`src/rtl/core/glyph_bitmap_rotated_blit_unit_defines.svh`:
```
// Assertion macros for the glyph blit unit.
// Included by the top level only; no other dependencies.
`ifndef GLYPH_BITMAP_ROTATED_BLIT_UNIT_DEFINES_SVH
`define GLYPH_BITMAP_ROTATED_BLIT_UNIT_DEFINES_SVH

// same-cycle implication, checked out of reset
`define GBRB_ASSERT_IMPL(label, clk, rst_n, a, b) \
  label: assert property (@(posedge clk) disable iff (!rst_n) (a) |-> (b)) \
    else $error("assertion failed");

// next-cycle implication, checked during reset too
`define GBRB_ASSERT_NEXT(label, clk, a, b) \
  label: assert property (@(posedge clk) (a) |=> (b)) \
    else $error("assertion failed");

`endif

```
`src/rtl/core/gbrb_pkg.sv`:
```
// Shared types, constants and arithmetic helpers of the glyph blit unit.
// No dependencies.
`timescale 1ns / 1ps
package gbrb_pkg;

  localparam int FRAC_BITS = 14;
  localparam int MAX_COLS  = 64;
  localparam int ACC_W     = 36;

  localparam logic signed [15:0] UNIT_ONE = 16'sd16384;
  localparam logic signed [ACC_W-1:0] TRUNC_BIAS = (ACC_W'(1) <<< FRAC_BITS) - ACC_W'(1);

  typedef enum logic [1:0] {
    OP_SET_PEN = 2'd0,
    OP_HEADER  = 2'd1,
    OP_ROW     = 2'd2,
    OP_NONE    = 2'd3
  } op_t;

  typedef enum logic [2:0] {
    DIR_RIGHT = 3'd0,
    DIR_UP    = 3'd1,
    DIR_LEFT  = 3'd2,
    DIR_DOWN  = 3'd3,
    DIR_ANGLE = 3'd4
  } dir_t;

  typedef enum logic [1:0] {
    CFG_DIRECTION = 2'd0,
    CFG_COS       = 2'd1,
    CFG_SIN       = 2'd2
  } cfg_idx_t;

  // one row of work for the back end
  typedef struct packed {
    logic signed [ACC_W-1:0] x;
    logic signed [ACC_W-1:0] y;
    logic signed [15:0]      c;
    logic signed [15:0]      s;
    logic [63:0]             bits;
  } job_t;

  function automatic logic signed [15:0] unit_c(input logic [2:0] dir,
                                                input logic signed [15:0] cq);
    logic signed [15:0] r;
    r = '0;
    if (dir == DIR_ANGLE) begin
      r = cq;
    end else begin
      case (dir[1:0])
        2'd0:    r = UNIT_ONE;
        2'd2:    r = -UNIT_ONE;
        default: r = '0;
      endcase
    end
    return r;
  endfunction

  function automatic logic signed [15:0] unit_s(input logic [2:0] dir,
                                                input logic signed [15:0] sq);
    logic signed [15:0] r;
    r = '0;
    if (dir == DIR_ANGLE) begin
      r = sq;
    end else begin
      case (dir[1:0])
        2'd1:    r = UNIT_ONE;
        2'd3:    r = -UNIT_ONE;
        default: r = '0;
      endcase
    end
    return r;
  endfunction

  // truncate toward zero to an integer, wrap to 16 bits
  function automatic logic [15:0] to_coord(input logic signed [ACC_W-1:0] v);
    logic signed [ACC_W-1:0] b;
    logic signed [ACC_W-1:0] t;
    b = v + (v[ACC_W-1] ? TRUNC_BIAS : '0);
    t = b >>> FRAC_BITS;
    return t[15:0];
  endfunction

endpackage

```
`src/rtl/core/gbrb_fifo.sv`:
```
// Two-entry job queue between front and back ends.
// Depends on gbrb_pkg.
`timescale 1ns / 1ps
module gbrb_fifo import gbrb_pkg::*; (
  input  logic clk,
  input  logic rst_n,
  input  logic push,
  input  job_t push_job,
  input  logic pop,
  output job_t head,
  output logic empty,
  output logic full
);

  job_t       mem_r [2];
  logic       wr_r, rd_r;
  logic [1:0] cnt_r;

  assign empty = (cnt_r == 2'd0);
  assign full  = (cnt_r == 2'd2);
  assign head  = mem_r[rd_r];

  always_ff @(posedge clk) begin
    if (push) mem_r[wr_r] <= push_job;
  end

  always_ff @(posedge clk) begin
    if (!rst_n) begin
      wr_r  <= 1'b0;
      rd_r  <= 1'b0;
      cnt_r <= '0;
    end else begin
      if (push) wr_r <= ~wr_r;
      if (pop)  rd_r <= ~rd_r;
      cnt_r <= cnt_r + 2'(push) - 2'(pop);
    end
  end

endmodule

```
`config.mk`:
```
export PLATFORM = sky130hd
export DESIGN_NAME = gbrb_fifo
export DESIGN_NICKNAME = d
export VERILOG_FILES = /design/src/rtl/core/glyph_bitmap_rotated_blit_unit_defines.svh /design/src/rtl/core/gbrb_pkg.sv /design/src/rtl/core/gbrb_fifo.sv
export SDC_FILE = /design/constraint.sdc
export NUM_CORES = 1
export LEC_CHECK = 0
export BUFFER_PORTS_ARGS = -buffer_cell sky130_fd_sc_hd__buf_2
export CORE_ASPECT_RATIO = 0.9
export CORE_MARGIN = 1.5
export CORE_UTILIZATION = 52
export CTS_BUF_LIST = sky130_fd_sc_hd__clkbuf_16
export CTS_CLUSTER_SIZE = 40
export DETAILED_ROUTE_END_ITERATION = 8
export PLACE_DENSITY = 0.79
export SLEW_MARGIN = 0
export SYNTH_ARGS = -nofsm -noshare
export SYNTH_HDL_FRONTEND = slang
export SYNTH_SLANG_ARGS = --single-unit
```
`constraint.sdc`:
```
create_clock -name clk -period 11.44 [get_ports clk]
set_clock_uncertainty 0.15 [all_clocks]
set_input_delay 0.572 -clock clk [delete_from_list [all_inputs] [get_ports clk]]
set_output_delay 0.572 -clock clk [all_outputs]
set_load 0.1 [all_outputs]
```
==> reports/results.ini <==
[global_route]
grt.overflow.total = 0
grt_pass1_wl_mm = 34.4
antenna_found_initial = 8
grt_pass1_vias = 6338
grt_max_degree = 76
grt_util_all_layers_pct = 17.8

[detailed_routing]
firstDrtPassIters = 5
drt_iter0_markers = 423
wirelength_mm = 24.0
via_count = 6366
drc_errors = 0
via_per_inst = 5.10
wl_per_cell_um = 19.3
antenna_left = 0

[timing]
fin_crit_ns = 3.86
max_slew_margin_pct = 31.3
hold_violations = 0
slew_violations = 0
hold_ws_ns = 0.115
timing.fmax_mhz = 259
rsz0062_at_grt = no
tightest_slew_ns = 1.03
setup_viol = 0
layout_setup_ws_ns = 7.58
finalSetupTns_ns = 0
post-route-period-util_pct = 33.7

[clock_network]
path_clk_slew_ns = 0.06
cts_resized = 0
clockBufferDepth = 3
cts_hold_buf = 0
cts-root-buf = clkbuf_16
htreeDepth = 2
cts_made_buffers = 35
post_cts_buffers = 0
cts_tree = built
clock_latency_ns = 0.49
clock_sinks = 341

[power_and_ir_drop]
clkPwrFrac_pct = 32.1
p_leak_nw = 6.20
pwr-share-comb_pct = 22.5
intPower_w = 0.00221
powerDensity_mw_per_mm2 = 205
switching_power_w = 0.00103
peakVddDrop_v = 0.000161
p_sw_share_pct = 31.9
p_seq_share_pct = 45.4

[synth]
synthesis.nets = 718
syn_area_sq_mm = 0.0128
ys_warn_count = 0
synth_cell_types = 14
yosys_register_bits = 341
synth_top_cell_area_share_pct = 79.0
yosysTopAreaCell = edfxtp_1
syn_inst = 544
netlist_top_cells_area = edfxtp_1, mux2_4, mux2_2
syn_area_per_cell_sq_um = 23.5
yosysSeqAreaShare_pct = 79.8

[place]
port_buffers = 341
place.gp.congestion = 0.692
post-dp-hpwl_mm = 15.9
place_ws_ns = 8.08

[worst_setup_path]
cp.arrival_ns = 3.14
start_kind = flip-flop
endpoint_kind = output pin
cp.required_ns = 10.72
crit_path_max_fanout = 56
r2r-start = wr_r
critPathKind = reg -> out
worst-r2r-setup-slack_ns = 9.00

[floorplan]
coreArea_sq_mm = 0.0242
fp.dieArea_sq_mm = 0.0255
die_w_um = 168
row_count = 54
ios = 342
die_h_um = 152
start_util_pct = 52.8

[finish]
final_util_pct = 65.4
num-nets-final = 1084
area_delta_synth_final_pct = 23.8
drive_gt1_share_pct = 60.4

[status]
status = finished, final reports clean

[min_path]
min_from = push_job[10]
worstHoldPathType = in -> reg

[job]
drv_cap = 0

registers in the layout, indices dropped and copies added (netlist names), named ones only:
name,count
wr_r,1
cnt_r,2
mem_r,336
rd_r,1
placed cells by master, fill, tap and decap left out:
master	n
buf_2	341
edfxtp_1	336
mux2_4	101
mux2_2	67
clkbuf_16	37
inv_1	10
clkinv_1	8
buf_4	7
diode_2	5
clkinv_2	5
dfxtp_1	4
nor2b_1	3
and2_1	3
clkinvlp_4	3
ha_1	2
and2_4	1
xor2_1	1
nor2_1	1
nor2b_4	1
o21a_1	1
xnor3_1	1
dfxtp_4	1
bufinv_16	1
final timing paths:
| kind | endpoint | cells after the start |
|---|---|---|
| max | head[49] | 3 |
| min | mem_r[0][10] | 1 |
| max reg2reg | mem_r[1][60] | 2 |
| min reg2reg | flip-flop | 2 |
logic make-up after synthesis:
logic type	Yosys count	share of synthesized area, %
multiplexers	168	17.8
XOR/XNOR	2	0.245
AO/OA/AOI/OAI	1	0.0588
adder cells (fa/ha/maj)	2	0.196
AND/OR/NAND/NOR	9	0.421
buffers and inverters	21	1.54
flip-flops	341	79.8
area by class of cell:
| type | count | area, sq um |
|---|---|---|
| sequential | 341 | 10200 |
| timing repair buffer | 348 | 1760 |
| clock buffer | 37 | 926 |
| antenna | 5 | 12.5 |
| tap | 308 | 385 |
| multi-input combinational | 182 | 2400 |
| fill | 1649 | 8370 |
| inverter | 2 | 7.51 |
| clock inverter | 25 | 138 |
per-layer routing:
layer | wire, um | part of all wire, % | vias to the layer above | global-route usage [%]
li1 | - | - | 2904 | -
met1 | 9310 | 39 | 3126 | 21.5
met2 | 12000 | 50 | 276 | 30.4
met3 | 2110 | 8.8 | 50 | 5.97
met4 | 498 | 2.1 | 10 | 6.25
met5 | 64 | 0.27 | - | 0
through the flow:
step	area [sq um]	power (W)	std cells
detailed placement	14700	0.00223	1181
CTS	15800	0.00327	1243
global route	15800	0.00334	1246
finish	15800	0.00324	1248
floorplan	12800	0.00213	544
global placement	14700	0.00222	1181
synth_stat cells:
master	count
inv_1	2
nor2_1	1
ha_1	2
edfxtp_1	336
buf_6	15
o21a_1	1
mux2_4	101
nor2b_1	4
xnor3_1	1
dfxtp_1	5
xor2_1	1
mux2_2	67
buf_2	4
and2_1	4
power groups by stage:
stage	Clock, W	Sequential [W]	Combinational, W
final	0.00104	0.00147	0.000729
after global routing	0.00111	0.00148	0.000751
after CTS	0.00106	0.00147	0.000734
after detailed placement	0	0.00150	0.000732
after global placement	0	0.00149	0.000727
after floorplan	0	0.00150	0.000634
critical path, cell delays in order (launching register included):
cell and delay [ns]:
dfxtp_4 0.88, buf_4 0.91, mux2_4 0.31, buf_2 0.43
Note: power is estimated with default switching activity, not from simulation.
