[src/rtl/core/glyph_bitmap_rotated_blit_unit_defines.svh]
// Assertion macros for the glyph blit unit.
// Included by the top level only; no other dependencies.
`ifndef GLYPH_BITMAP_ROTATED_BLIT_UNIT_DEFINES_SVH
`define GLYPH_BITMAP_ROTATED_BLIT_UNIT_DEFINES_SVH

// same-cycle implication, checked out of reset
`define GBRB_ASSERT_IMPL(label, clk, rst_n, a, b) \
  label: assert property (@(posedge clk) disable iff (!rst_n) (a) |-> (b)) \
    else $error("assertion failed");

// next-cycle implication, checked during reset too
`define GBRB_ASSERT_NEXT(label, clk, a, b) \
  label: assert property (@(posedge clk) (a) |=> (b)) \
    else $error("assertion failed");

`endif

[src/rtl/core/gbrb_pkg.sv]
// Shared types, constants and arithmetic helpers of the glyph blit unit.
// No dependencies.
`timescale 1ns / 1ps
package gbrb_pkg;

  localparam int FRAC_BITS = 14;
  localparam int MAX_COLS  = 64;
  localparam int ACC_W     = 36;

  localparam logic signed [15:0] UNIT_ONE = 16'sd16384;
  localparam logic signed [ACC_W-1:0] TRUNC_BIAS = (ACC_W'(1) <<< FRAC_BITS) - ACC_W'(1);

  typedef enum logic [1:0] {
    OP_SET_PEN = 2'd0,
    OP_HEADER  = 2'd1,
    OP_ROW     = 2'd2,
    OP_NONE    = 2'd3
  } op_t;

  typedef enum logic [2:0] {
    DIR_RIGHT = 3'd0,
    DIR_UP    = 3'd1,
    DIR_LEFT  = 3'd2,
    DIR_DOWN  = 3'd3,
    DIR_ANGLE = 3'd4
  } dir_t;

  typedef enum logic [1:0] {
    CFG_DIRECTION = 2'd0,
    CFG_COS       = 2'd1,
    CFG_SIN       = 2'd2
  } cfg_idx_t;

  // one row of work for the back end
  typedef struct packed {
    logic signed [ACC_W-1:0] x;
    logic signed [ACC_W-1:0] y;
    logic signed [15:0]      c;
    logic signed [15:0]      s;
    logic [63:0]             bits;
  } job_t;

  function automatic logic signed [15:0] unit_c(input logic [2:0] dir,
                                                input logic signed [15:0] cq);
    logic signed [15:0] r;
    r = '0;
    if (dir == DIR_ANGLE) begin
      r = cq;
    end else begin
      case (dir[1:0])
        2'd0:    r = UNIT_ONE;
        2'd2:    r = -UNIT_ONE;
        default: r = '0;
      endcase
    end
    return r;
  endfunction

  function automatic logic signed [15:0] unit_s(input logic [2:0] dir,
                                                input logic signed [15:0] sq);
    logic signed [15:0] r;
    r = '0;
    if (dir == DIR_ANGLE) begin
      r = sq;
    end else begin
      case (dir[1:0])
        2'd1:    r = UNIT_ONE;
        2'd3:    r = -UNIT_ONE;
        default: r = '0;
      endcase
    end
    return r;
  endfunction

  // truncate toward zero to an integer, wrap to 16 bits
  function automatic logic [15:0] to_coord(input logic signed [ACC_W-1:0] v);
    logic signed [ACC_W-1:0] b;
    logic signed [ACC_W-1:0] t;
    b = v + (v[ACC_W-1] ? TRUNC_BIAS : '0);
    t = b >>> FRAC_BITS;
    return t[15:0];
  endfunction

endpackage

[src/rtl/core/gbrb_front.sv]
// Front end: accepts items, keeps pen, base and row state, builds row jobs.
// Depends on gbrb_pkg.
`timescale 1ns / 1ps
module gbrb_front import gbrb_pkg::*; (
  input  logic               clk,
  input  logic               rst_n,
  input  logic               in_valid,
  output logic               in_ready,
  input  logic [1:0]         op,
  input  logic signed [15:0] pen_x,
  input  logic signed [15:0] pen_y,
  input  logic signed [7:0]  extent_left,
  input  logic signed [7:0]  extent_right,
  input  logic signed [7:0]  extent_up,
  input  logic signed [7:0]  extent_down,
  input  logic signed [15:0] advance,
  input  logic [63:0]        row_bits,
  input  logic signed [15:0] vec_c,
  input  logic signed [15:0] vec_s,
  output logic               job_push,
  output job_t               job,
  input  logic               fifo_full
);

  // product stage
  logic               vb_r;
  logic [1:0]         op_b_r;
  logic signed [15:0] pen_x_b_r, pen_y_b_r;
  logic signed [31:0] p0_r, p1_r, p2_r, p3_r, p4_r, p5_r;
  logic [63:0]        bits_b_r;
  logic signed [15:0] c_b_r, s_b_r;
  logic               rowok_b_r;

  logic [8:0] row_index_r, row_total_r;
  logic [6:0] col_total_r;

  // sum stage state
  logic signed [15:0]      pen_x_r, pen_y_r;
  logic signed [ACC_W-1:0] base_fx_r, base_fy_r;

  logic accept, c_fire, rowok;
  logic signed [8:0] rows, cols;
  logic signed [9:0] r_s;
  logic [63:0] col_mask;
  logic signed [ACC_W-1:0] px, py, pen_fx, pen_fy;

  assign accept   = in_valid && in_ready;
  assign rowok    = row_index_r < row_total_r;
  assign rows     = 9'(extent_up) + 9'(extent_down);
  assign cols     = 9'(extent_left) + 9'(extent_right);
  assign r_s      = signed'({1'b0, row_index_r});
  assign col_mask = ~({64{1'b1}} >> col_total_r);

  assign px     = ACC_W'(pen_x_r) <<< FRAC_BITS;
  assign py     = ACC_W'(pen_y_r) <<< FRAC_BITS;
  assign pen_fx = px + ACC_W'(p4_r);
  assign pen_fy = py + ACC_W'(p5_r);

  assign job_push = vb_r && (op_b_r == OP_ROW) && rowok_b_r && (bits_b_r != '0) && !fifo_full;
  assign c_fire   = vb_r && !((op_b_r == OP_ROW) && rowok_b_r && (bits_b_r != '0) && fifo_full);
  assign in_ready = !vb_r || c_fire;

  assign job.x    = base_fx_r + ACC_W'(p0_r);
  assign job.y    = base_fy_r - ACC_W'(p1_r);
  assign job.c    = c_b_r;
  assign job.s    = s_b_r;
  assign job.bits = bits_b_r;

  always_ff @(posedge clk) begin
    if (!rst_n) begin
      vb_r        <= 1'b0;
      row_index_r <= '0;
      row_total_r <= '0;
      col_total_r <= '0;
    end else begin
      if (in_ready) vb_r <= in_valid;
      if (accept && op == OP_HEADER) begin
        row_index_r <= '0;
        row_total_r <= (rows > 9'sd0) ? rows : '0;
        if (cols < 9'sd0)            col_total_r <= '0;
        else if (cols > 9'sd64)      col_total_r <= 7'(MAX_COLS);
        else                         col_total_r <= cols[6:0];
      end else if (accept && op == OP_ROW && rowok) begin
        row_index_r <= row_index_r + 9'd1;
      end
    end
  end

  // product stage payload
  always_ff @(posedge clk) begin
    if (accept) begin
      op_b_r    <= op;
      pen_x_b_r <= pen_x;
      pen_y_b_r <= pen_y;
      c_b_r     <= vec_c;
      s_b_r     <= vec_s;
      rowok_b_r <= rowok;
      bits_b_r  <= row_bits & col_mask;
      if (op == OP_ROW) begin
        p0_r <= 32'(r_s * vec_s);
        p1_r <= 32'(r_s * vec_c);
      end else begin
        p0_r <= 32'(vec_c * extent_left);
        p1_r <= 32'(vec_s * extent_up);
      end
      p2_r <= 32'(vec_s * extent_left);
      p3_r <= 32'(vec_c * extent_up);
      p4_r <= 32'(vec_c * advance);
      p5_r <= 32'(vec_s * advance);
    end
  end

  always_ff @(posedge clk) begin
    if (!rst_n) begin
      pen_x_r   <= '0;
      pen_y_r   <= '0;
      base_fx_r <= '0;
      base_fy_r <= '0;
    end else if (c_fire) begin
      case (op_b_r)
        OP_SET_PEN: begin
          pen_x_r <= pen_x_b_r;
          pen_y_r <= pen_y_b_r;
        end
        OP_HEADER: begin
          base_fx_r <= px - ACC_W'(p0_r) - ACC_W'(p1_r);
          base_fy_r <= py - ACC_W'(p2_r) + ACC_W'(p3_r);
          pen_x_r   <= to_coord(pen_fx);
          pen_y_r   <= to_coord(pen_fy);
        end
        default: ;
      endcase
    end
  end

endmodule

[config.mk]
export PLATFORM = sky130hd
export DESIGN_NAME = gbrb_front
export DESIGN_NICKNAME = d
export VERILOG_FILES = /design/src/rtl/core/glyph_bitmap_rotated_blit_unit_defines.svh /design/src/rtl/core/gbrb_pkg.sv /design/src/rtl/core/gbrb_front.sv
export SDC_FILE = /design/constraint.sdc
export NUM_CORES = 2
export LEC_CHECK = 0
export ABC_CLOCK_PERIOD_IN_PS = 18800
export BUFFER_PORTS_ARGS = -buffer_cell sky130_fd_sc_hd__buf_2
export CORE_MARGIN = 2
export CORE_UTILIZATION = 50
export DETAILED_ROUTE_END_ITERATION = 8
export GPL_TIMING_DRIVEN = 0
export HOLD_SLACK_MARGIN = 0.03
export PLACE_DENSITY = 0.67
export SYNTH_ARGS = -nofsm -noshare
export SYNTH_HDL_FRONTEND = slang
export SYNTH_SLANG_ARGS = --single-unit
export TNS_END_PERCENT = 1
[constraint.sdc]
create_clock -name clk -period 18.8 [get_ports clk]
set_input_delay 3.76 -clock clk [delete_from_list [all_inputs] [get_ports clk]]
set_output_delay 3.76 -clock clk [all_outputs]
set_load 0.005 [all_outputs]
==> results_dict.tcl <==
set metrics [dict create \
    status "finished, violations left" \
    violations "capacitance limit, slew limit" \
    areaGrowthSynthToFinish_pct 8.12 \
    postCtsResizedCells 0 \
    die_h_um 389 \
    vias 59384 \
    ant_nets 0 \
    critPathBufInv 3 \
    wire_per_inst_um 24.2 \
    finalCritPeriodShare_pct 61.7 \
    ys_seq_area_share_pct 15.3 \
    fin_crit_ns 11.60 \
    place_area_sq_mm 0.0782 \
    slew-limit-headroom_pct -14.3 \
    dp.cells 10336 \
    setup_viol 0 \
    clock_sinks 419 \
    synth_top_family_by_area "adder cells" \
    cts_root_buffer "clkbuf_16" \
    first_global_vias 59062 \
    die_area_sq_mm 0.151 \
    synth_fa_ha_area_share_pct 44.8 \
    synth-edff-count 295 \
    synth_xor_area_share_pct 4.29 \
    synth_ff_type "edfxtp_1" \
    io_pins 352 \
    syn-mean-instance-area_sq_um 9.19 \
    start_util_pct 50.2 \
    cts_buffers 49 \
    final_cell_area_sq_mm 0.0800 \
    cts_tree "built" \
    clk_latency_ns 0.69 \
    cts_htree_levels 2 \
    fillers 13432 \
    cts_hold_buf 0 \
    antenna_found_initial 49 \
    final_nets 10558 \
    max_freq_ghz 0.0862 \
    grt_pass1_wl_um 372000 \
    cp_top_family "adder cells" \
    synthMuxAreaShare_pct 0.0693 \
    crit_slowest_cell "a221oi_1" \
    synth_seq_cells 419 \
    die_w_um 389 \
    slowest_delay_ns 1.07 \
    row_count 141 \
    routed_wl_um 253000 \
    path_max_fanout 10 \
    timing.setup.tns_ns 0 \
    arrival_ns 11.86 \
    gp_congestion 1.06 \
    drt_iter0_drc 5557 \
    grt_max_degree 136 \
    hold_class "reg -> reg" \
    ys.warnings.count 0 \
    tightestPinTransition_ns 1.72 \
    synth_compound_area_share_pct 9.91 \
    clk_path_buf_depth 3 \
    start_kind "input port" \
    overflow 0 \
    postCtsSetupBuffers 0 \
    hpwl_um 209000 \
    cp_cell_sequence "buf_2 > clkbuf_1 > nand2_1 > fa_1 > fa_1 > fa_1 > fa_1 > inv_1 > fa_1 > fa_1 > ha_1 > a21oi_1 > o32ai_1 > o22a_1 > a221oi_1 > nor4_1 > o41ai_1 > o21bai_1 > a21oi_1 > xnor2_1" \
    drive_gt1_share_pct 5.75 \
    route.detailed.drc 0 \
    io_buffers 351 \
    critPathKind "in -> reg" \
    critPathRequiredTime_ns 19.05 \
    fin_util_pct 54.3 \
    yosys.area_share.simple_pct 15.9 \
    syn_nets 10154 \
    slew_violations 25 \
    synth.distinct_cells 84 \
    netlist_area_sq_mm 0.0740 \
    cap_violations 3 \
    fin_skew_ns 0.0806 \
    core_area_sq_mm 0.147 \
    fin_cells 10443 \
    viasPerCell 5.69 \
    synthCells 8053 \
    grt_use_total_pct 33.5 \
    clk_pin_slew_ns 0.06 \
    hold_viol 0 \
    drt_pass1_iterations 7 \
    rsz0062_at_grt "no" \
    async_flop_share_pct 0 \
    crit_top_cell "fa_1" \
    critPathCaptureType "register" \
]
==> cell type report <==
class | count | area [sq um] | share of cell area (%)
Timing Repair Buffer | 353 | 1810 | 2.27
Antenna cell | 15 | 37.5 | 0.0469
Inverter | 1576 | 5920 | 7.41
Sequential cell | 419 | 11300 | 14.2
Multi-Input combinational cell | 5732 | 55500 | 69.4
Buffer | 326 | 1220 | 1.53
Clock inverter | 30 | 363 | 0.454
Clock buffer | 62 | 1360 | 1.70
Tap cell | 1930 | 2410 | 3.02
==> worst min-delay path, cell delays in order (launching register included) <==
cell	delay (ns)
dfxtp_1	0.30
inv_1	0.07
nor2_1	0.05
==> per-stage QoR <==
stage | setup slack, ns | hold slack (ns)
2_1_floorplan | 8.35 | 0.420
3_3_place_gp | 5.35 | 0.443
3_5_place_dp | 6.92 | 0.446
4_1_cts | 7.52 | 0.455
5_1_grt | 7.07 | 0.471
6_report | 7.20 | 0.454
==> layer usage <==
| layer | up-vias | track usage, % | share of wire [%] |
|---|---|---|---|
| met2 | 2823 | 50.4 | 43 |
| met1 | 29654 | 43.9 | 39 |
| met5 | - | 0 | 0.066 |
| met4 | 26 | 17.6 | 6.3 |
| li1 | 26233 | - | - |
| met3 | 648 | 9.73 | 11 |
==> cell usage after synthesis, drive strengths merged, types with 10 or more instances <==
cell       n  area share (%)
dfxtp    124             3.4
a211oi    51            0.55
fa      1220              33
nand2b   125             1.1
nand3     73            0.49
and2     738             6.2
a31o      17            0.20
or3       44            0.37
nor4      30            0.25
a21o     140             1.4
o31ai     20            0.20
o21ai    217             1.5
nor2     260             1.3
nand2    814             4.1
or2       17            0.14
o221ai    20            0.24
o41ai     10            0.12
o21a      75            0.76
ha       699              12
xnor2    260             3.1
clkbuf   316             1.6
nand4     24            0.22
edfxtp   295              12
nor2b     54            0.46
a21boi    38            0.39
a31oi     29            0.25
o211ai    20            0.20
o21bai    38            0.39
buf       10           0.051
a21oi    315             2.1
nor3      73            0.49
and3      29            0.25
a22o      14            0.17
and4      10            0.12
xor2     102             1.2
o31a      13            0.15
inv     1575             8.0
==> path summary, 6_finish.rpt <==
path | start | endpoint | slack, ns | cells past startpoint
worst max-delay path | advance[1] | p4_r[31]$_DFFE_PP_ | 7.20 | 20
worst min-delay path | row_total_r[8]$_SDFFE_PN0P_ | row_total_r[8]$_SDFFE_PN0P_ | 0.45 | 2
worst max register to register | row_index_r[2]$_SDFFE_PP0P_ | p1_r[30]$_DFFE_PP_ | 10.40 | 23
worst min register to register | row_total_r[8]$_SDFFE_PN0P_ | row_total_r[8]$_SDFFE_PN0P_ | 0.45 | 2
==> cells by family after synthesis <==
family / after synthesis
xor+xnor: 362
simple gates: 2325
compound gates: 1121
flops: 419
mux: 5
fa+ha+maj: 1919
buf+inv: 1902
==> state kept, by name, summed over array words and instances (netlist names), 24 cells and up <==
register   count
base_fx_r     34
base_fy_r     32
bits_b_r      64
p0_r          26
p1_r          26
p2_r          24
p3_r          24
p4_r          32
p5_r          32
==> placed cells by master (no fill, tap or decap), drive strengths merged, types with 15 or more instances in the layout <==
cell / synthesis / layout
a31oi: 29 / 29
or2: 17 / 17
nor4: 30 / 30
ha: 699 / 699
edfxtp: 295 / 295
nor2: 260 / 260
fa: 1220 / 1220
nor3: 73 / 73
o221ai: 20 / 20
diode: 0 / 15
o21a: 75 / 75
xnor2: 260 / 260
or3: 44 / 44
nor2b: 54 / 54
a21oi: 315 / 315
xor2: 102 / 102
nand4: 24 / 24
a31o: 17 / 17
buf: 10 / 363
clkbuf: 316 / 378
a21boi: 38 / 38
and2: 738 / 738
a211oi: 51 / 51
inv: 1575 / 1581
o21bai: 38 / 38
a21o: 140 / 140
nand3: 73 / 73
o31ai: 20 / 20
o211ai: 20 / 20
and3: 29 / 29
o21ai: 217 / 217
nand2: 814 / 814
dfxtp: 124 / 124
nand2b: 125 / 125
Power is left out: the tool's default activity adds up to more than one toggle a clock period on the data nets, which glitch-free logic cannot reach.
