[config.mk]
export PLATFORM = sky130hd
export DESIGN_NAME = gbrb_back
export DESIGN_NICKNAME = d
export VERILOG_FILES = /design/src/rtl/core/glyph_bitmap_rotated_blit_unit_defines.svh /design/src/rtl/core/gbrb_pkg.sv /design/src/rtl/core/gbrb_back.sv
export SDC_FILE = /design/constraint.sdc
export NUM_CORES = 1
export LEC_CHECK = 0
export BUFFER_PORTS_ARGS = -buffer_cell sky130_fd_sc_hd__buf_2
export CAP_MARGIN = 40
export CORE_MARGIN = 3
export CORE_UTILIZATION = 57
export CTS_BUF_LIST = sky130_fd_sc_hd__clkbuf_8
export DETAILED_ROUTE_END_ITERATION = 12
export PLACE_DENSITY = 0.89
export REMOVE_ABC_BUFFERS = 1
export SLEW_MARGIN = 20
export SYNTH_ARGS = -nofsm -noshare
export SYNTH_HDL_FRONTEND = slang
export SYNTH_SLANG_ARGS = --single-unit
[constraint.sdc]
create_clock -name clk -period 3.92 [get_ports clk]
set_input_delay 0.784 -clock clk [delete_from_list [all_inputs] [get_ports clk]]
set_output_delay 0.784 -clock clk [all_outputs]
set_load 0.03 [all_outputs]
[src/rtl/core/glyph_bitmap_rotated_blit_unit_defines.svh]
// Assertion macros for the glyph blit unit.
// Included by the top level only; no other dependencies.
`ifndef GLYPH_BITMAP_ROTATED_BLIT_UNIT_DEFINES_SVH
`define GLYPH_BITMAP_ROTATED_BLIT_UNIT_DEFINES_SVH

// same-cycle implication, checked out of reset
`define GBRB_ASSERT_IMPL(label, clk, rst_n, a, b) \
  label: assert property (@(posedge clk) disable iff (!rst_n) (a) |-> (b)) \
    else $error("assertion failed");

// next-cycle implication, checked during reset too
`define GBRB_ASSERT_NEXT(label, clk, a, b) \
  label: assert property (@(posedge clk) (a) |=> (b)) \
    else $error("assertion failed");

`endif

[src/rtl/core/gbrb_pkg.sv]
// Shared types, constants and arithmetic helpers of the glyph blit unit.
// No dependencies.
`timescale 1ns / 1ps
package gbrb_pkg;

  localparam int FRAC_BITS = 14;
  localparam int MAX_COLS  = 64;
  localparam int ACC_W     = 36;

  localparam logic signed [15:0] UNIT_ONE = 16'sd16384;
  localparam logic signed [ACC_W-1:0] TRUNC_BIAS = (ACC_W'(1) <<< FRAC_BITS) - ACC_W'(1);

  typedef enum logic [1:0] {
    OP_SET_PEN = 2'd0,
    OP_HEADER  = 2'd1,
    OP_ROW     = 2'd2,
    OP_NONE    = 2'd3
  } op_t;

  typedef enum logic [2:0] {
    DIR_RIGHT = 3'd0,
    DIR_UP    = 3'd1,
    DIR_LEFT  = 3'd2,
    DIR_DOWN  = 3'd3,
    DIR_ANGLE = 3'd4
  } dir_t;

  typedef enum logic [1:0] {
    CFG_DIRECTION = 2'd0,
    CFG_COS       = 2'd1,
    CFG_SIN       = 2'd2
  } cfg_idx_t;

  // one row of work for the back end
  typedef struct packed {
    logic signed [ACC_W-1:0] x;
    logic signed [ACC_W-1:0] y;
    logic signed [15:0]      c;
    logic signed [15:0]      s;
    logic [63:0]             bits;
  } job_t;

  function automatic logic signed [15:0] unit_c(input logic [2:0] dir,
                                                input logic signed [15:0] cq);
    logic signed [15:0] r;
    r = '0;
    if (dir == DIR_ANGLE) begin
      r = cq;
    end else begin
      case (dir[1:0])
        2'd0:    r = UNIT_ONE;
        2'd2:    r = -UNIT_ONE;
        default: r = '0;
      endcase
    end
    return r;
  endfunction

  function automatic logic signed [15:0] unit_s(input logic [2:0] dir,
                                                input logic signed [15:0] sq);
    logic signed [15:0] r;
    r = '0;
    if (dir == DIR_ANGLE) begin
      r = sq;
    end else begin
      case (dir[1:0])
        2'd1:    r = UNIT_ONE;
        2'd3:    r = -UNIT_ONE;
        default: r = '0;
      endcase
    end
    return r;
  endfunction

  // truncate toward zero to an integer, wrap to 16 bits
  function automatic logic [15:0] to_coord(input logic signed [ACC_W-1:0] v);
    logic signed [ACC_W-1:0] b;
    logic signed [ACC_W-1:0] t;
    b = v + (v[ACC_W-1] ? TRUNC_BIAS : '0);
    t = b >>> FRAC_BITS;
    return t[15:0];
  endfunction

endpackage

[src/rtl/core/gbrb_back.sv]
// Back end: walks a row job one column per cycle, a set column waiting for a free output, and emits set pixels.
// Depends on gbrb_pkg.
`timescale 1ns / 1ps
module gbrb_back import gbrb_pkg::*; (
  input  logic        clk,
  input  logic        rst_n,
  input  job_t        head,
  input  logic        empty,
  output logic        pop,
  output logic        out_valid,
  input  logic        out_ready,
  output logic [15:0] out_x,
  output logic [15:0] out_y,
  output logic        out_last
);

  logic signed [ACC_W-1:0] x_r, y_r;
  logic signed [15:0]      c_r, s_r;
  logic [63:0]             bits_r;
  logic                    ov_r;
  logic [15:0]             ox_r, oy_r;
  logic                    olast_r;

  logic busy, out_free, advance, emit, done;
  logic [63:0] bits_nxt;

  assign busy     = bits_r != '0;
  assign out_free = !ov_r || out_ready;
  assign advance  = busy && (!bits_r[63] || out_free);
  assign emit     = advance && bits_r[63];
  assign bits_nxt = bits_r << 1;
  assign done     = !busy || (advance && bits_nxt == '0);
  assign pop      = done && !empty;

  always_ff @(posedge clk) begin
    if (!rst_n) begin
      bits_r <= '0;
      ov_r   <= 1'b0;
    end else begin
      if (pop)          bits_r <= head.bits;
      else if (advance) bits_r <= bits_nxt;
      if (emit)           ov_r <= 1'b1;
      else if (out_ready) ov_r <= 1'b0;
    end
  end

  always_ff @(posedge clk) begin
    if (pop) begin
      x_r <= head.x;
      y_r <= head.y;
      c_r <= head.c;
      s_r <= head.s;
    end else if (advance) begin
      x_r <= x_r + ACC_W'(c_r);
      y_r <= y_r + ACC_W'(s_r);
    end
    if (emit) begin
      ox_r    <= to_coord(x_r);
      oy_r    <= to_coord(y_r);
      olast_r <= (bits_r[62:0] == '0);
    end
  end

  assign out_valid = ov_r;
  assign out_x     = ox_r;
  assign out_y     = oy_r;
  assign out_last  = olast_r;

endmodule

==> metrics.txt, run 1 <==
outcome=finished clean; top-area cell type share of the netlist area=between 30% and 40%; overall power=14.1 mW; commonest non-fill, non-tap cell in the layout=buf_2; fillcell total=around 1700; Mapped Cells=~1300; via count=around 10000; Via density=between 5 and 6; largest area contributor in the netlist=edfxtp_1; commonest cells after routing, fill and taps aside=206 x buf_2, 155 x nand2_1, 137 x edfxtp_1; Netlist cell types=78; number of global-route vias before repair=a little over 10000; Top-Level Pins=207; Hold/Removal Path Class=input port to register; Die X=155 um; mapped cell area=about 13000 um^2; Crit path max-delay family=simple AND/OR/NAND/NOR gates; CTS clk-pin slew, worst paths=roughly 0.06 ns; Hold Buf Count CTS=0; CP Capture Type=primary output; Final period util=around nine tenths; Buf/Inv on CP=3; worst-skew pair later-pin latency=0.54 ns; fmax=approximately 280 MHz; CP startpoint kind=register; row count=53; final core area utilization=68.2%; largest net degree at the start of global routing=94; CTS tree=built; Max-cap violations=0; VDD IR max=a little under 0.0006 V; RSZ-0062 raised after global routing=false; Worst Path Required=3.14 ns; worst hold margin=0.427 ns; core area=between 20000 and 25000 um^2; Static Leakage=5.97 nW; Seq/Total Area, Yosys=around 43%; CP Data Arrival Time=between 2 and 3 ns; CP max FO=28; Yosys Warn Count=0; worst-path cell chain=nor4_1, nand4_1, nor4_2, inv_1, or3_4, clkinv_4, buf_2; Remaining DRCs=0; DRT iter0 DRCs=676; DRT Pass-1 Iters=5; max incr delay on CP=0.42 ns; CTS resizes=0; die area=24100 um^2; Hold Vio Cnt, Final=0; Final GP Congestion=0.963; Worst-Margin Slew=approximately 0.62 ns; FFs w/ async S/R, synth=0%; grt total ovfl=0; synth-to-layout area growth=15.2%; Pins Over Slew Limit=0; top_reg_cell synth=edfxtp_1; skew final=0.0300 ns; CTS Buffer Depth=3; Starting Density=between 50% and 60%; Worst Path Class, Setup=register to primary output; remaining antenna violation count after routing=0; share of cells above drive strength 1=20.1%; number of CTS-inserted buffers=36; final net count=1742; final setup fails=0; Avg Cell Area, Syn=10.0 um^2; CTS H-tree lvls=2; # port buffers=206; Slowest-stage cell, CP=or3_4; CTS sink cnt=slightly above 200; CTS root buffer=clkbuf_8; post-DP HPWL=22600 um; GRT Resource Usage Total=about a quarter; Period minus WS final=3.60 ns; Die Ht=roughly 160 um; Worst slew margin=58.5%; number of flops mapped to enable cells by yosys=137; ranking of synthesized cells by area=edfxtp_1 32%, dfxtp_1 10%, ha_1 9.5%; first-pass GRT wire length=49200 um; initial antenna violation count=4; setup repair bufs after CTS=0; pwr/cell area=967 nW/um^2; wire per inst=17.2 um; drt total wl=about 30000 um; Seq cells post-synth=202
Yosys cell counts, types with 3 or more instances:
cell and number:
o31ai_1 5, o211ai_1 8, ha_1 96, xnor2_1 52, nand3_1 28, xor2_1 44, dfxtp_1 65, o21bai_1 8
a211o_1 4, a21oi_1 110, a31oi_1 8, and4_1 5, a21o_1 41, a211oi_1 8, a21boi_1 8, buf_6 4
nand2b_1 5, nand4_1 12, clkbuf_1 18, edfxtp_1 137, o211ai_2 3, o21ai_0 62, nor3_1 8, a21boi_0 55
o21a_1 13, buf_4 9, and2_1 5, nor4_1 16, nand2_1 156, inv_1 25, buf_2 15, and4_4 5
a221oi_1 4, nor2_1 83, a31o_2 4, a21oi_2 4, nor2b_1 10, and3_1 9, o21ai_1 6, mux2i_1 60
power breakdown:
group	switching (mW)	total [mW]	internal, mW	leakage, nW
clock	0.866	1.82	0.957	0.392
combinational	4.82	8.16	3.34	3.72
sequential	0.541	4.16	3.62	1.86
total	6.23	14.1	7.91	5.97
cells by family after synthesis:
| group | Yosys count | synth area share [%] |
|---|---|---|
| AO/OA/AOI/OAI | 379 | 19.9 |
| XOR/XNOR | 96 | 6.63 |
| adder cells (fa/ha/maj) | 98 | 9.78 |
| buffers and inverters | 76 | 3.17 |
| flip-flops | 202 | 42.7 |
| multiplexers | 61 | 4.82 |
| AND/OR/NAND/NOR | 355 | 13.0 |
path summary, 6_finish.rpt:
check	slack [ns]	from	endpoint	cells after the start
max	0.32	bits_r[42]	pop	7
min	0.43	head[92]	c_r[12]	1
max reg2reg	0.62	x_r[35]	out_x[15]	10
min reg2reg	0.52	bits_r[61]	bits_r[62]	2
sequential cells by signal (all words and copies together), names as in the netlist:
register and flops:
bits_r 64, c_r 16, out_last 1, out_valid 1, out_x 16, out_y 16
s_r 16, x_r 36, y_r 36
routing by layer:
layer | part of all wire, % | track usage, %
met1 | 42 | 32.4
met2 | 48 | 41.7
met3 | 7.7 | 5.26
met4 | 2.1 | 7.38
met5 | 0.11 | 0
layout make-up:
type | instances | area (um^2) | share of cell area [%]
timing repair buffer | 217 | 1180 | 8.10
clock inverter | 21 | 95.1 | 0.651
sequential | 202 | 5420 | 37.1
clock buffer | 41 | 564 | 3.86
antenna | 2 | 5.00 | 0.0342
inverter | 26 | 103 | 0.702
multi-input combinational | 989 | 6900 | 47.2
tap | 275 | 344 | 2.35
stage by stage:
step | cell area, um^2 | worst slack (ns) | setup TNS (ns) | cells
6_report | 14600 | 0.318 | 0 | 1773
5_1_grt | 14600 | 0.0803 | 0 | 1772
2_1_floorplan | 12400 | -5.49 | -540.22 | 1217
4_1_cts | 14600 | 0.287 | 0 | 1771
3_5_place_dp | 13900 | 0.666 | 0 | 1709
3_3_place_gp | 13900 | 0.806 | 0 | 1707
Power figures use the tool's default switching activity.
==> run 2: changes to the inputs <==
==> constraint.sdc (replaced) <==
create_clock -name clk -period 4.6 [get_ports clk]
set_input_delay 0.92 -clock clk [delete_from_list [all_inputs] [get_ports clk]]
set_output_delay 0.92 -clock clk [all_outputs]
set_load 0.02 [all_outputs]
==> metrics.txt, run 2 (synthesis gave the netlist of run 1 again) <==
internal power=7.01 mW (was 7.91 mW); met2 Use GR=41.0% (was 41.7%); synth-to-layout area growth=16.2% (was 15.2%); Slowest-stage cell, CP=nor4_1 (was or3_4); Sw Ratio=43.1% (was 44.0%); VDD IR max=0.000605 V (was 0.000595 V); capturing point of the worst reg2reg path=x_r[34] (was out_x[15]); Pins Over Slew Limit=0 (unchanged); Sequential Power Share=28.6% (was 29.4%); outcome=finished clean (unchanged); CTS sink cnt=202 (unchanged); pre-CTS setup slack=1.21 ns (was 0.666 ns); largest net degree at the start of global routing=94 (unchanged); first-pass GRT wire length=49400 um (was 49200 um); Remaining DRCs=0 (unchanged); Top Registers=bits_r x64, x_r x36, y_r x36 (unchanged); wire per inst=17.4 um (was 17.2 um); overall power=12.3 mW (was 14.1 mW); final core area utilization=68.9% (was 68.2%); Hold Path End=bits_r[14] (was c_r[12]); via count=10500 (was 10400); Via density=5.90 (was 5.88); commonest non-fill, non-tap cell in the layout=buf_2 (unchanged); Buf/Inv on CP=3 (unchanged); Worst-Margin Slew=0.759 ns (was 0.623 ns); setup ws final=0.660 ns (was 0.318 ns); Reg area=5420 um^2 (unchanged); core area=21400 um^2 (unchanged); CTS root buffer=clkbuf_8 (unchanged); worst hold margin=0.545 ns (was 0.427 ns); Period minus WS final=3.94 ns; max incr delay on CP=0.42 ns (about the same); CP max FO=66 (was 28); grt met3 use=4.78% (was 5.26%); # port buffers=206 (unchanged); CTS tree=built (unchanged); initial antenna violation count=4 (unchanged); switching power=5.31 mW (was 6.23 mW); Top-Level Pins=207 (unchanged); drt total wl=30900 um (was 30500 um); worst reg2reg path startpoint=c_r[15] (was x_r[35]); row count=53 (unchanged); Die Ht=155 um (unchanged); commonest cells after routing, fill and taps aside=206 x buf_2, 155 x nand2_1, 137 x edfxtp_1 (unchanged); Worst Path Class, Setup=register to primary output (unchanged); Clock power frac=14.7% (was 12.9%); Max-cap violations=0 (unchanged); die area=24100 um^2 (unchanged); CP startpoint kind=register (unchanged); CTS resizes=0 (unchanged); Starting Density=59.2% (unchanged); DRT Pass-1 Iters=5 (unchanged); r2r worst-path depth=10 (unchanged); Final period util=85.6%; grt total ovfl=0 (unchanged); worst-path cell chain=nor4_1, nand4_1, nor4_2, inv_1, or3_4, clkinv_4, buf_2 (unchanged); CP Data Arrival Time=3.02 ns (was 2.82 ns); Hold/Removal Path Class=register to register (was input port to register); Biggest register=bits_r (unchanged); min-delay src=bits_r[13] (was head[92]); number of flip-flops in the largest register=64 (unchanged); Hold Path Depth=2 (was 1); Final GP Congestion=0.936 (was 0.963); remaining antenna violation count after routing=0 (unchanged); worst-skew pair later-pin latency=0.54 ns (about the same); GRT Resource Usage Total=24.7% (was 24.8%); share of cells above drive strength 1=20.2% (was 20.1%); Hold Buf Count CTS=0 (unchanged); Comb power frac=56.7% (was 57.7%); final cell count without fillers=1774 (was 1773); final net count=1741 (was 1742); CTS clk-pin slew, worst paths=0.07 ns (was 0.06 ns); number of global-route vias before repair=10300 (was 10200); Hold Vio Cnt, Final=0 (unchanged); Static Leakage=6.01 nW (was 5.97 nW); placed insts=1703 (was 1709); multi-input logic area=6900 um^2 (unchanged); CTS Buffer Depth=3 (unchanged); GR Util met1=32.6% (was 32.4%); Worst slew margin=49.4% (was 58.5%); RSZ-0062 raised after global routing=false (unchanged); register-to-register setup slack=1.11 ns (was 0.62 ns); Crit path max-delay family=simple AND/OR/NAND/NOR gates (unchanged); CP Capture Type=primary output (unchanged); Die X=155 um (unchanged); post-DP HPWL=21800 um (was 22600 um); final setup fails=0 (unchanged); DRT iter0 DRCs=656 (was 676); Worst Path Required=3.68 ns (was 3.14 ns); pwr/cell area=836 nW/um^2 (was 967 nW/um^2); CTS H-tree lvls=2 (unchanged); Top Usage Layer GRT=met2 (unchanged); fmax=254 MHz; skew final=0.0325 ns (was 0.0300 ns); fillcell total=1618 (was 1651); setup repair bufs after CTS=0 (unchanged); number of CTS-inserted buffers=37 (was 36)
-- run 2: tightest hold or removal path: cells and delay by family (launching register included) --
family | cells | cell delay (ns)
muxes | 1 | 0.12
AOI/OAI and AO/OA | 1 | 0.07
DFF | 1 | 0.32
-- run 2: final cells by class --
| class | instances | area share (%) |
|---|---|---|
| timing repair buffer | 215 | 8.16 |
| clock buffer | 44 | 4.10 |
| antenna | 1 | 0.0170 |
| inverter | 26 | 0.695 |
| tap | 275 | 2.33 |
| sequential | 202 | 36.7 |
| clock inverter | 22 | 1.19 |
| multi-input combinational | 989 | 46.8 |
-- run 2: how the worst max path moves through the flow --
stage / start / endpoint / slack [ns] / cells past startpoint
6_report: bits_r[58] / pop / 0.66 / 7
5_1_grt: bits_r[57] / pop / 0.46 / 7
4_1_cts: bits_r[56] / pop / 0.73 / 7
3_5_place_dp: c_r[15] / x_r[24] / 1.21 / 10
3_3_place_gp: bits_r[6] / bits_r[16] / 1.15 / 7
2_1_floorplan: bits_r[6] / bits_r[16] / -4.81 / 7
-- run 2: power by group through the flow --
stage	combinational, mW	clock (mW)	sequential (mW)
after global routing	7.80	1.93	3.59
after CTS	6.84	1.83	3.53
after detailed placement	6.77	0	3.56
after floorplan	5.36	0	3.45
after global placement	6.46	0	3.54
final	6.99	1.81	3.53
-- run 2: per-stage QoR --
step	TNS, ns	area, um^2
floorplan	-413.96	12400
global placement	0	13800
detailed placement	0	13900
CTS	0	14700
global route	0	14800
finish	0	14800
-- run 2: per-layer routing --
layer / vias to the layer above / wire (um)
met5: - / 23
met4: 6 / 901
met3: 79 / 2250
met2: 419 / 14500
met1: 4854 / 13100
li1: 5107 / -
==> run 3: changes to the inputs <==
--- a/config.mk
+++ b/config.mk
@@ -8,10 +8,10 @@
 export BUFFER_PORTS_ARGS = -buffer_cell sky130_fd_sc_hd__buf_2
 export CAP_MARGIN = 40
 export CORE_MARGIN = 3
-export CORE_UTILIZATION = 57
+export CORE_UTILIZATION = 64
 export CTS_BUF_LIST = sky130_fd_sc_hd__clkbuf_8
 export DETAILED_ROUTE_END_ITERATION = 12
-export PLACE_DENSITY = 0.89
+export PLACE_DENSITY = 0.95
 export REMOVE_ABC_BUFFERS = 1
 export SLEW_MARGIN = 20
 export SYNTH_ARGS = -nofsm -noshare
==> metrics.txt, run 3 (synthesis gave the netlist of run 1 again) <==
outcome=finished clean (unchanged); Worst slew margin=44.8% (was 49.4%); CP Capture Type=primary output (unchanged); DRT Pass-1 Iters=5 (unchanged); Biggest register=bits_r (unchanged); core area=19100 um^2 (was 21400 um^2); number of CTS-inserted buffers=34 (was 37); Static Leakage=5.95 nW (was 6.01 nW); grt total ovfl=0 (unchanged); CTS H-tree lvls=2 (unchanged); Worst Path Class, Setup=register to primary output (unchanged); number of flip-flops in the largest register=64 (unchanged); Max-cap violations=0 (unchanged); GRT Resource Usage Total=27.1% (was 24.7%); Hold Buf Count CTS=0 (unchanged); min-delay src=bits_r[61] (was bits_r[13]); Die X=147 um (was 155 um); drt total wl=30300 um (was 30900 um); fmax=257 MHz (was 254 MHz); worst-skew pair later-pin latency=0.53 ns (was 0.54 ns); Die Ht=147 um (was 155 um); Worst Path Required=3.68 ns (about the same); Hold/Removal Path Class=register to register (unchanged); number of global-route vias before repair=10300 (about the same); Buf/Inv on CP=3 (unchanged); overall power=12.0 mW (was 12.3 mW); commonest cells after routing, fill and taps aside=206 x buf_2, 155 x nand2_1, 137 x edfxtp_1 (unchanged); Setup crit start=bits_r[32] (was bits_r[58]); synth-to-layout area growth=14.8% (was 16.2%); wire per inst=17.2 um (was 17.4 um); Hold Vio Cnt, Final=0 (unchanged); CP max FO=58 (was 66); Top Registers=bits_r x64, x_r x36, y_r x36 (unchanged); CTS Buffer Depth=3 (unchanged); final net count=1738 (was 1741); Final GP Congestion=0.937 (was 0.936); setup repair bufs after CTS=0 (unchanged); Final period util=84.6% (was 85.6%); Crit path max-delay family=simple AND/OR/NAND/NOR gates (unchanged); Slowest-stage cell, CP=nor4_1 (unchanged); die area=21600 um^2 (was 24100 um^2); DRT iter0 DRCs=577 (was 656); final core area utilization=76.4% (was 68.9%); CTS resizes=0 (unchanged); max incr delay on CP=0.48 ns (was 0.42 ns); Via density=6.06 (was 5.90); skew final=0.0192 ns (was 0.0325 ns); CTS tree=built (unchanged); worst reg2reg path startpoint=c_r[15] (unchanged); CTS sink cnt=202 (unchanged); # port buffers=206 (unchanged); post-DP HPWL=22000 um (was 21800 um); setup_tns=0 ns (unchanged); setup ws final=0.707 ns (was 0.660 ns); VDD IR max=0.000834 V (was 0.000605 V); final setup fails=0 (unchanged); remaining antenna violation count after routing=0 (unchanged); pre-CTS setup slack=1.21 ns (about the same); pwr/cell area=825 nW/um^2 (was 836 nW/um^2); share of cells above drive strength 1=19.8% (was 20.2%); row count=50 (was 53); Starting Density=66.5% (was 59.2%); first-pass GRT wire length=48500 um (was 49400 um); CTS clk-pin slew, worst paths=0.06 ns (was 0.07 ns); commonest non-fill, non-tap cell in the layout=buf_2 (unchanged); Worst-Margin Slew=0.828 ns (was 0.759 ns); CP Data Arrival Time=2.97 ns (was 3.02 ns); worst-path cell chain=nor4_1, nand4_1, nor4_2, inv_1, or3_4, clkinv_4, buf_2 (unchanged); Period minus WS final=3.89 ns (was 3.94 ns); Remaining DRCs=0 (unchanged); via count=10600 (was 10500); RSZ-0062 raised after global routing=false (unchanged); Pins Over Slew Limit=0 (unchanged); CP startpoint kind=register (unchanged); CTS root buffer=clkbuf_8 (unchanged); Top-Level Pins=207 (unchanged); initial antenna violation count=5 (was 4); largest net degree at the start of global routing=102 (was 94)
[run 3: cell count changes in the layout (fill, tap and decap cells not counted), sizes merged]
cell / change
clkinv: -2
inv: +5
clkbuf: -6
clkinvlp: +1
bufinv: -3
diode: +1
[run 3: area by class of cell]
class / count / area (um^2)
multi-input cells: 989 / 6900
flip-flops and latches: 202 / 5420
fillers: 1252 / 4510
repair buffers: 215 / 1200
clock buffers: 38 / 523
well taps: 260 / 325
inverters: 26 / 103
clock inverters: 23 / 101
diodes: 2 / 5.00
[run 3: worst paths after layout]
path,to,slack [ns],depth (start not counted)
max,pop,0.71,7
min reg2reg,bits_r[62],0.49,2
max reg2reg,x_r[24],1.10,10
min,bits_r[62],0.49,2
[run 3: through the flow]
stage                     hold slack (ns)  area [um^2]  cells
after global placement              0.484        13800   1686
final                               0.495        14600   1755
after global routing                0.519        14600   1754
after CTS                           0.503        14500   1751
after detailed placement            0.496        13900   1690
after floorplan                     0.467        12400   1217
[run 3: worst min-delay path, delay by kind of cell, from the launching register on]
family / cells / cell delay, ns
and+or+nand+nor: 1 / 0.06
AOI/OAI and AO/OA: 1 / 0.07
DFF: 1 / 0.32
[run 3: per-layer routing]
metal  GRT usage [%]  share of wire [%]
met5               0               0.14
met4            10.1                3.3
met3            5.68                7.9
met2            46.5                 48
met1            34.0                 41
[run 3: where the power goes]
group	switching, mW	internal (mW)	leakage [nW]	total [mW]
clock	0.735	0.760	0.374	1.50
combinational	4.11	2.87	3.72	6.98
sequential	0.460	3.08	1.86	3.54
total	5.30	6.72	5.95	12.0
